File: config.mk
export PLATFORM = sky130hd
export DESIGN_NAME = telnet_option_filter_core
export DESIGN_NICKNAME = d
export VERILOG_FILES = /design/src/rtl/tof_pkg.sv /design/src/rtl/telnet_option_filter_core.sv /design/src/rtl/tof_front.sv /design/src/rtl/tof_cmd_fifo.sv /design/src/rtl/tof_back.sv
export SDC_FILE = /design/constraint.sdc
export NUM_CORES = 1
export LEC_CHECK = 0
export ABC_AREA = 1
export BUFFER_PORTS_ARGS = -buffer_cell sky130_fd_sc_hd__buf_2
export CAP_MARGIN = 15
export CORE_UTILIZATION = 35
export DETAILED_ROUTE_END_ITERATION = 8
export GPL_ROUTABILITY_DRIVEN = 0
export PLACE_DENSITY = 0.57
export SLEW_MARGIN = 20
export SYNTH_ARGS = -nofsm -noshare
export SYNTH_HDL_FRONTEND = slang
export SYNTH_SLANG_ARGS = --single-unit
File: constraint.sdc
create_clock -name clk -period 3.2 [get_ports clk]
set_clock_uncertainty 0.05 [all_clocks]
set_input_delay 0.48 -clock clk [delete_from_list [all_inputs] [get_ports clk]]
set_output_delay 0.48 -clock clk [all_outputs]
set_load 0.05 [all_outputs]
File: src/rtl/tof_pkg.sv
// Shared types and constants for the telnet option filter.
// Used by every module of the block; depends on nothing.
`default_nettype none

package tof_pkg;

    // Telnet command and option bytes
    localparam logic [7:0] B_IAC    = 8'd255;
    localparam logic [7:0] B_DONT   = 8'd254;
    localparam logic [7:0] B_DO     = 8'd253;
    localparam logic [7:0] B_WONT   = 8'd252;
    localparam logic [7:0] B_WILL   = 8'd251;
    localparam logic [7:0] B_GA     = 8'd249;
    localparam logic [7:0] B_IP     = 8'd244;
    localparam logic [7:0] B_EOR    = 8'd239;
    localparam logic [7:0] OPT_ECHO = 8'd1;
    localparam logic [7:0] OPT_SGA  = 8'd3;
    localparam logic [7:0] OPT_EOR  = 8'd25;
    localparam logic [7:0] CH_CR    = 8'd13;
    localparam logic [7:0] CH_LF    = 8'd10;
    localparam logic [7:0] PROMPT_MARK = 8'd255;

    // Result kinds
    localparam logic [1:0] KIND_DATA  = 2'd0;
    localparam logic [1:0] KIND_REPLY = 2'd1;
    localparam logic [1:0] KIND_DISC  = 2'd2;

    // Command queue between front and back
    localparam int CMD_DEPTH = 4;
    localparam int CMD_PTR_W = $clog2(CMD_DEPTH);
    localparam int CMD_CNT_W = $clog2(CMD_DEPTH + 1);

    // Reply beats: IAC, verb, option
    localparam logic [1:0] BEAT_IAC  = 2'd0;
    localparam logic [1:0] BEAT_VERB = 2'd1;
    localparam logic [1:0] BEAT_OPT  = 2'd2;

    typedef enum logic [2:0] {
        PH_DATA = 3'd0,
        PH_CMD  = 3'd1,
        PH_WILL = 3'd2,
        PH_WONT = 3'd3,
        PH_DO   = 3'd4,
        PH_DONT = 3'd5
    } phase_t;

    typedef enum logic [1:0] {
        CMD_DATA  = 2'd0,
        CMD_DISC  = 2'd1,
        CMD_REPLY = 2'd2
    } cmd_op_t;

    // One classified action. data: arg is the byte. reply: IAC verb arg.
    typedef struct packed {
        cmd_op_t    op;
        logic [7:0] verb;
        logic [7:0] arg;
    } cmd_t;

endpackage

`default_nettype wire

File: src/rtl/telnet_option_filter_core.sv
// Top level of the telnet receive filter: front end, command queue, back end.
// Depends on tof_pkg, tof_front, tof_cmd_fifo and tof_back.
`default_nettype none

// Streaming telnet receive filter. Received bytes enter through a queue-style
// port (push/full) at up to one byte per clock; results leave through a
// queue-style port (empty/pop) at up to one result per clock. Plain data
// passes through, IAC sequences are stripped, IAC GA / IAC EOR become data
// byte 255, CR LF / LF CR pairs and lone CR or LF become one newline (10).
// WILL/WONT/DO/DONT for EOR, WILL/DO for SGA, ECHO requests as the echo
// flag calls for them and DO for unknown options give a three-byte reply as
// three reply transfers, out_last set on the third. IAC IP gives one
// disconnect transfer and the block then swallows every byte until reset.
// Each input byte is classified in the cycle it is accepted and stored as
// at most one command in a 4-deep queue; the back end turns a command into
// its results. The first result of a byte passes the command queue and then
// the output register before it shows on the result ports. full rises only
// when replies arrive faster than the result side can drain them (or when
// pop is held low).

module telnet_option_filter_core (
    input  wire logic       clk,
    input  wire logic       rst_n,
    input  wire logic       push,
    output logic            full,
    input  wire logic [7:0] in_byte,
    output logic            empty,
    input  wire logic       pop,
    output logic [1:0]      out_kind,
    output logic [7:0]      out_value,
    output logic            out_last
);
    import tof_pkg::*;

    cmd_t front_cmd;
    logic front_cmd_valid;
    logic accept;
    cmd_t q_cmd;
    logic q_empty;
    logic q_pop;

    // every accepted byte updates parse state, whether or not it yields output
    assign accept = push && !full;

    tof_front u_front (
        .clk       (clk),
        .rst_n     (rst_n),
        .accept    (accept),
        .in_byte   (in_byte),
        .cmd       (front_cmd),
        .cmd_valid (front_cmd_valid)
    );

    tof_cmd_fifo u_cmd_fifo (
        .clk     (clk),
        .rst_n   (rst_n),
        .wr_en   (accept && front_cmd_valid),
        .wr_data (front_cmd),
        .rd_en   (q_pop),
        .rd_data (q_cmd),
        .full    (full),
        .empty   (q_empty)
    );

    tof_back u_back (
        .clk       (clk),
        .rst_n     (rst_n),
        .cmd       (q_cmd),
        .cmd_avail (!q_empty),
        .cmd_pop   (q_pop),
        .out_kind  (out_kind),
        .out_value (out_value),
        .out_last  (out_last),
        .empty     (empty),
        .pop       (pop)
    );

endmodule

`default_nettype wire

File: src/rtl/tof_front.sv
// Front end: parse state machine, echo / line-end / halt flags, and
// classification of each byte into at most one command. Uses tof_pkg.
`default_nettype none

module tof_front (
    input  wire logic          clk,
    input  wire logic          rst_n,
    input  wire logic          accept,
    input  wire logic [7:0]    in_byte,
    output tof_pkg::cmd_t      cmd,
    output logic               cmd_valid
);
    import tof_pkg::*;

    phase_t phase_reg, phase_next;
    logic   echo_reg, echo_next;
    logic   drop_lf_reg, drop_lf_next;
    logic   drop_cr_reg, drop_cr_next;
    logic   halted_reg, halted_next;

    always_ff @(posedge clk or negedge rst_n)
    begin
        if (!rst_n)
        begin
            phase_reg   <= PH_DATA;
            echo_reg    <= 1'b1;
            drop_lf_reg <= 1'b0;
            drop_cr_reg <= 1'b0;
            halted_reg  <= 1'b0;
        end
        else if (accept)
        begin
            phase_reg   <= phase_next;
            echo_reg    <= echo_next;
            drop_lf_reg <= drop_lf_next;
            drop_cr_reg <= drop_cr_next;
            halted_reg  <= halted_next;
        end
    end

    // Next state
    always_comb
    begin
        phase_next   = phase_reg;
        echo_next    = echo_reg;
        drop_lf_next = 1'b0;
        drop_cr_next = 1'b0;
        halted_next  = halted_reg;
        if (halted_reg)
        begin
            drop_lf_next = drop_lf_reg;
            drop_cr_next = drop_cr_reg;
        end
        else
        begin
            case (phase_reg)
                PH_DATA:
                begin
                    if (in_byte == CH_CR)
                    begin
                        drop_lf_next = !drop_cr_reg;
                    end
                    else if (in_byte == CH_LF)
                    begin
                        drop_cr_next = !drop_lf_reg;
                    end
                    else if (in_byte == B_IAC)
                    begin
                        phase_next = PH_CMD;
                    end
                end
                PH_CMD:
                begin
                    case (in_byte)
                        B_IP:    begin phase_next = PH_DATA; halted_next = 1'b1; end
                        B_WILL:  phase_next = PH_WILL;
                        B_WONT:  phase_next = PH_WONT;
                        B_DO:    phase_next = PH_DO;
                        B_DONT:  phase_next = PH_DONT;
                        default: phase_next = PH_DATA;
                    endcase
                end
                PH_WILL:
                begin
                    phase_next = PH_DATA;
                    if (in_byte == OPT_ECHO)
                    begin
                        echo_next = 1'b0;
                    end
                end
                PH_WONT:
                begin
                    phase_next = PH_DATA;
                    if (in_byte == OPT_ECHO)
                    begin
                        echo_next = 1'b1;
                    end
                end
                PH_DONT:
                begin
                    phase_next = PH_DATA;
                    if (in_byte == OPT_ECHO)
                    begin
                        echo_next = 1'b0;
                    end
                end
                default: phase_next = PH_DATA;
            endcase
        end
    end

    // Command output
    always_comb
    begin
        cmd_valid = 1'b0;
        cmd.op    = CMD_DATA;
        cmd.verb  = B_IAC;
        cmd.arg   = in_byte;
        if (!halted_reg)
        begin
            case (phase_reg)
                PH_DATA:
                begin
                    if (in_byte == CH_CR)
                    begin
                        cmd_valid = !drop_cr_reg;
                        cmd.arg   = CH_LF;
                    end
                    else if (in_byte == CH_LF)
                    begin
                        cmd_valid = !drop_lf_reg;
                        cmd.arg   = CH_LF;
                    end
                    else
                    begin
                        cmd_valid = (in_byte != B_IAC);
                    end
                end
                PH_CMD:
                begin
                    if (in_byte == B_IP)
                    begin
                        cmd_valid = 1'b1;
                        cmd.op    = CMD_DISC;
                    end
                    else if (in_byte == B_GA || in_byte == B_EOR)
                    begin
                        cmd_valid = 1'b1;
                        cmd.arg   = PROMPT_MARK;
                    end
                end
                PH_WILL:
                begin
                    cmd.op = CMD_REPLY;
                    if (in_byte == OPT_ECHO)
                    begin
                        cmd_valid = echo_reg;
                        cmd.verb  = B_DO;
                    end
                    else if (in_byte == OPT_SGA)
                    begin
                        cmd_valid = 1'b1;
                        cmd.verb  = B_DONT;
                    end
                    else if (in_byte == OPT_EOR)
                    begin
                        cmd_valid = 1'b1;
                        cmd.verb  = B_DO;
                    end
                end
                PH_WONT:
                begin
                    cmd.op   = CMD_REPLY;
                    cmd.verb = B_DONT;
                    if (in_byte == OPT_ECHO)
                    begin
                        cmd_valid = !echo_reg;
                    end
                    else if (in_byte == OPT_EOR)
                    begin
                        cmd_valid = 1'b1;
                    end
                end
                PH_DO:
                begin
                    // unknown options are refused with WONT
                    cmd.op    = CMD_REPLY;
                    cmd_valid = 1'b1;
                    cmd.verb  = B_WONT;
                    if (in_byte == OPT_ECHO)
                    begin
                        cmd_valid = !echo_reg;
                        cmd.verb  = B_WILL;
                    end
                    else if (in_byte == OPT_EOR)
                    begin
                        cmd.verb = B_WILL;
                    end
                end
                PH_DONT:
                begin
                    cmd.op   = CMD_REPLY;
                    cmd.verb = B_WONT;
                    if (in_byte == OPT_ECHO)
                    begin
                        cmd_valid = echo_reg;
                    end
                    else if (in_byte == OPT_EOR)
                    begin
                        cmd_valid = 1'b1;
                    end
                end
                default: cmd_valid = 1'b0;
            endcase
        end
    end

endmodule

`default_nettype wire

File: src/rtl/tof_cmd_fifo.sv
// Short command queue between front and back ends.
// Flop-based ring with a fill count. Uses tof_pkg.
`default_nettype none

module tof_cmd_fifo (
    input  wire logic          clk,
    input  wire logic          rst_n,
    input  wire logic          wr_en,
    input  wire tof_pkg::cmd_t wr_data,
    input  wire logic          rd_en,
    output tof_pkg::cmd_t      rd_data,
    output logic               full,
    output logic               empty
);
    import tof_pkg::*;

    cmd_t                 mem_reg [CMD_DEPTH];
    logic [CMD_PTR_W-1:0] wr_ptr_reg, wr_ptr_next;
    logic [CMD_PTR_W-1:0] rd_ptr_reg, rd_ptr_next;
    logic [CMD_CNT_W-1:0] count_reg, count_next;
    logic                 do_wr, do_rd;

    assign full    = (count_reg == CMD_CNT_W'(CMD_DEPTH));
    assign empty   = (count_reg == '0);
    assign rd_data = mem_reg[rd_ptr_reg];
    assign do_wr   = wr_en && !full;
    assign do_rd   = rd_en && !empty;

    always_comb
    begin
        wr_ptr_next = do_wr ? wr_ptr_reg + 1'b1 : wr_ptr_reg;
        rd_ptr_next = do_rd ? rd_ptr_reg + 1'b1 : rd_ptr_reg;
        count_next  = count_reg;
        if (do_wr && !do_rd)
        begin
            count_next = count_reg + 1'b1;
        end
        else if (do_rd && !do_wr)
        begin
            count_next = count_reg - 1'b1;
        end
    end

    always_ff @(posedge clk or negedge rst_n)
    begin
        if (!rst_n)
        begin
            wr_ptr_reg <= '0;
            rd_ptr_reg <= '0;
            count_reg  <= '0;
        end
        else
        begin
            wr_ptr_reg <= wr_ptr_next;
            rd_ptr_reg <= rd_ptr_next;
            count_reg  <= count_next;
        end
    end

    always_ff @(posedge clk)
    begin
        if (do_wr)
        begin
            mem_reg[wr_ptr_reg] <= wr_data;
        end
    end

endmodule

`default_nettype wire

File: src/rtl/tof_back.sv
// Back end: expands queued commands into result transfers and holds
// the output register. Uses tof_pkg.
`default_nettype none

module tof_back (
    input  wire logic          clk,
    input  wire logic          rst_n,
    input  wire tof_pkg::cmd_t cmd,
    input  wire logic          cmd_avail,
    output logic               cmd_pop,
    output logic [1:0]         out_kind,
    output logic [7:0]         out_value,
    output logic               out_last,
    output logic               empty,
    input  wire logic          pop
);
    import tof_pkg::*;

    logic       valid_reg, valid_next;
    logic [1:0] beat_reg, beat_next;
    logic [1:0] kind_reg, kind_next;
    logic [7:0] value_reg, value_next;
    logic       last_reg, last_next;
    logic       load;

    assign empty     = !valid_reg;
    assign out_kind  = kind_reg;
    assign out_value = value_reg;
    assign out_last  = last_reg;

    // output register free now or freed by this transfer
    assign load    = cmd_avail && (!valid_reg || pop);
    assign cmd_pop = load && last_next;

    always_comb
    begin
        kind_next  = KIND_DATA;
        value_next = cmd.arg;
        last_next  = 1'b1;
        case (cmd.op)
            CMD_DATA: ;
            CMD_DISC:
            begin
                kind_next  = KIND_DISC;
                value_next = 8'd0;
            end
            CMD_REPLY:
            begin
                kind_next = KIND_REPLY;
                case (beat_reg)
                    BEAT_IAC:  begin value_next = B_IAC;    last_next = 1'b0; end
                    BEAT_VERB: begin value_next = cmd.verb; last_next = 1'b0; end
                    default:   value_next = cmd.arg;
                endcase
            end
            default: kind_next = KIND_DATA;
        endcase

        valid_next = valid_reg;
        beat_next  = beat_reg;
        if (load)
        begin
            valid_next = 1'b1;
            beat_next  = last_next ? BEAT_IAC : beat_reg + 1'b1;
        end
        else if (pop)
        begin
            valid_next = 1'b0;
        end
    end

    always_ff @(posedge clk or negedge rst_n)
    begin
        if (!rst_n)
        begin
            valid_reg <= 1'b0;
            beat_reg  <= BEAT_IAC;
        end
        else
        begin
            valid_reg <= valid_next;
            beat_reg  <= beat_next;
        end
    end

    always_ff @(posedge clk)
    begin
        if (load)
        begin
            kind_reg  <= kind_next;
            value_reg <= value_next;
            last_reg  <= last_next;
        end
    end

endmodule

`default_nettype wire

==> qor.yml <==
dp_cells: 531
run_status: "finished, final reports clean"
rsz0062_at_grt: "no"
cp_cell_sequence: "inv_1 > nand3_1 > nand2_1 > nor2_2 > inv_1 > a21oi_1 > nand2_4 > inv_1 > ha_1 > inv_1 > fa_1 > a21oi_1 > o21ai_0 > xor2_1"
die_w_um: 105
num_vias: 2668
worstMarginPinSlew_ns: 0.544
grt.total_usage: 0.152
final_antenna_net_count: 0
cts_max_level: 3
fin_crit_sh: 0.862
powerDensity_mw_per_mm2: 788
port_buffers: 24
syn_area_mm2: 0.00375
setup_violations: 0
synth_warnings: 0
totalWireLength_um: 7800
synth_edf_count: 63
p_leak_nw: 1.77
fp.dieH_um: 105
drc: 0
grt_max_degree: 25
initial_core_util: 0.361
critical-path-top-delay-family: "compound AO/OA/AOI/OAI gates"
hold_path.class: "in -> async"
postSynthCellCount: 373
crit_buf_inv: 4
synth_ff_type: "edfxtp_1"
area_delta_synth_final_pct: 14.2
n_fill_cell: 1011
critPathMostFrequentCell: "inv_1"
numClockSinks: 80
critPathCaptureType: "flop"
cp_max_fo: 7
finalHoldViolCount: 0
critPathArrivalTime_ns: 2.94
slowest_stage: "fa_1"
cp.required_ns: 3.38
peakVddDrop_mv: 0.444
synth.distinct_cells: 34
synth_top_area_cell: "edfxtp_1"
coreArea_mm2: 0.0104
max_freq_mhz: 362
min_period_ns: 2.76
finalPower_w: 0.00337
grt_pass1_vias: 2600
cts_tree: "yes"
cp_slowest_stage_delay_ns: 0.43
vias_per_cell: 4.88
cts_hold_buf: 0
clk_latency_ns: 0.35
synth-seq-area-share: 0.619
dieArea_mm2: 0.0111
finalInstanceArea_mm2: 0.00428
diodes: 0
drv_cap: 0
drt-initial-drc-count: 186
grt_overflow: 0
synthTopCellsByArea: "edfxtp_1 51%, dfrtp_1 11%, nand2_1 6.3%, nor2_1 5.3%, inv_1 4.6%"
postSynthNetCount: 395
maxSlewViolCount: 0
drtPass1Iterations: 4
numCtsBuffers: 9
final.setup.worst_slack_ns: 0.440
synth_common_cells: "63 x edfxtp_1, 63 x nand2_1, 53 x nor2_1, 46 x inv_1, 34 x o21ai_0"
synth.avg_cell_area_um2: 10.0
antenna_found_initial: 0
synth_top_area_frac: 0.505
post_cts_resized: 0
setup.worst_path.start_class: "flop"
rows: 37
wire_per_inst_um: 14.3
async_reset_ff_frac: 0.213
place_area_mm2: 0.00407
final_cells: 547
slew_headroom: 0.636
fin_setup_tns_ns: 0
clk_path_buf_depth: 2
post-place-ws_ns: 0.248
post-cts-setup-buffer-count: 0
ctsRootBufferMaster: "clkbuf_8"
grt_pass1_wl_um: 12800
crit_type: "reg -> reg"
layout-drive-gt1-share: 0.158
final_nets: 428
num_io_pins: 25
clk_pin_slew_worst_paths_ns: 0.10
synth_seq_cells: 80
dp.final_hpwl_um: 5510
largest_reg_flops: 52
-- per-layer routing --
metal / part of all wire / GRT usage / vias to the layer above
met5: 0 / 0 / -
met4: 0.0083 / 0.0604 / 0
met3: 0.041 / 0.0346 / 4
met2: 0.48 / 0.256 / 68
met1: 0.47 / 0.190 / 1276
li1: - / - / 1320
-- cell families (layout without fill, tap and decap cells) --
group,after synthesis,count (layout),synth area share
AOI/OAI and AO/OA,66,66,0.0992
xor gates and xnor gates,4,4,0.00935
adders and majority gates,10,10,0.0354
buffers and inverters,60,98,0.0615
DFF,80,80,0.619
and+or+nand+nor,153,153,0.176
-- stage by stage --
stage	utilization	hold slack (ns)
floorplan	-	0.134
global placement	0.392	0.416
detailed placement	0.392	0.413
CTS	0.412	0.0143
global route	0.412	0.0342
finish	0.412	0.00614
-- final cells by class --
class / instances / area [µm²] / area share
clock inverters: 7 / 85.1 / 0.0199
repair buffers: 34 / 195 / 0.0456
inverters: 48 / 180 / 0.0421
flip-flops and latches: 80 / 2320 / 0.542
multi-input cells: 233 / 1200 / 0.281
clock buffers: 9 / 124 / 0.0290
well taps: 136 / 170 / 0.0398
-- worst paths after layout --
check,from,endpoint,slack (ns),depth (start not counted)
worst min-delay path,rst_n,u_back.beat_reg[1],0.006,1
worst max register to register,u_cmd_fifo.count_reg[0],u_cmd_fifo.count_reg[2],0.44,14
max in group asynchronous,rst_n,u_front.echo_reg,2.73,1
worst max-delay path,u_cmd_fifo.count_reg[0],u_cmd_fifo.count_reg[2],0.44,14
min in group clk,in_byte[6],u_cmd_fifo.mem_reg[0][6],0.33,1
worst min register to register,u_front.echo_reg,u_front.echo_reg,0.44,2
-- placed cells by master, fill, tap and decap left out, types with 2 or more instances in the layout --
cell        netlist  final
a21oi_1          13     13
a32oi_1           2      2
buf_2             4     24
buf_4             0     10
clkbuf_8          0      9
clkinvlp_4        0      2
dfrtp_1          16     16
edfxtp_1         63     63
ha_1              9      9
inv_1            46     46
inv_6             0      2
inv_8             0      2
nand2_1          63     63
nand2_2           2      2
nand3_1          16     16
nand4_1           3      3
nor2_1           53     53
nor2_2            4      4
nor3_1            6      6
o21ai_0          34     34
o22ai_1          10     10
o41ai_1           3      3
xor2_1            3      3
-- report_power, final --
| part | switching, W | total [W] | internal (W) |
|---|---|---|---|
| Sequential | 0.0000492 | 0.00134 | 0.00129 |
| Clock | 0.000397 | 0.000774 | 0.000377 |
| Combinational | 0.000899 | 0.00126 | 0.000357 |
Power figures use the tool's default switching activity.
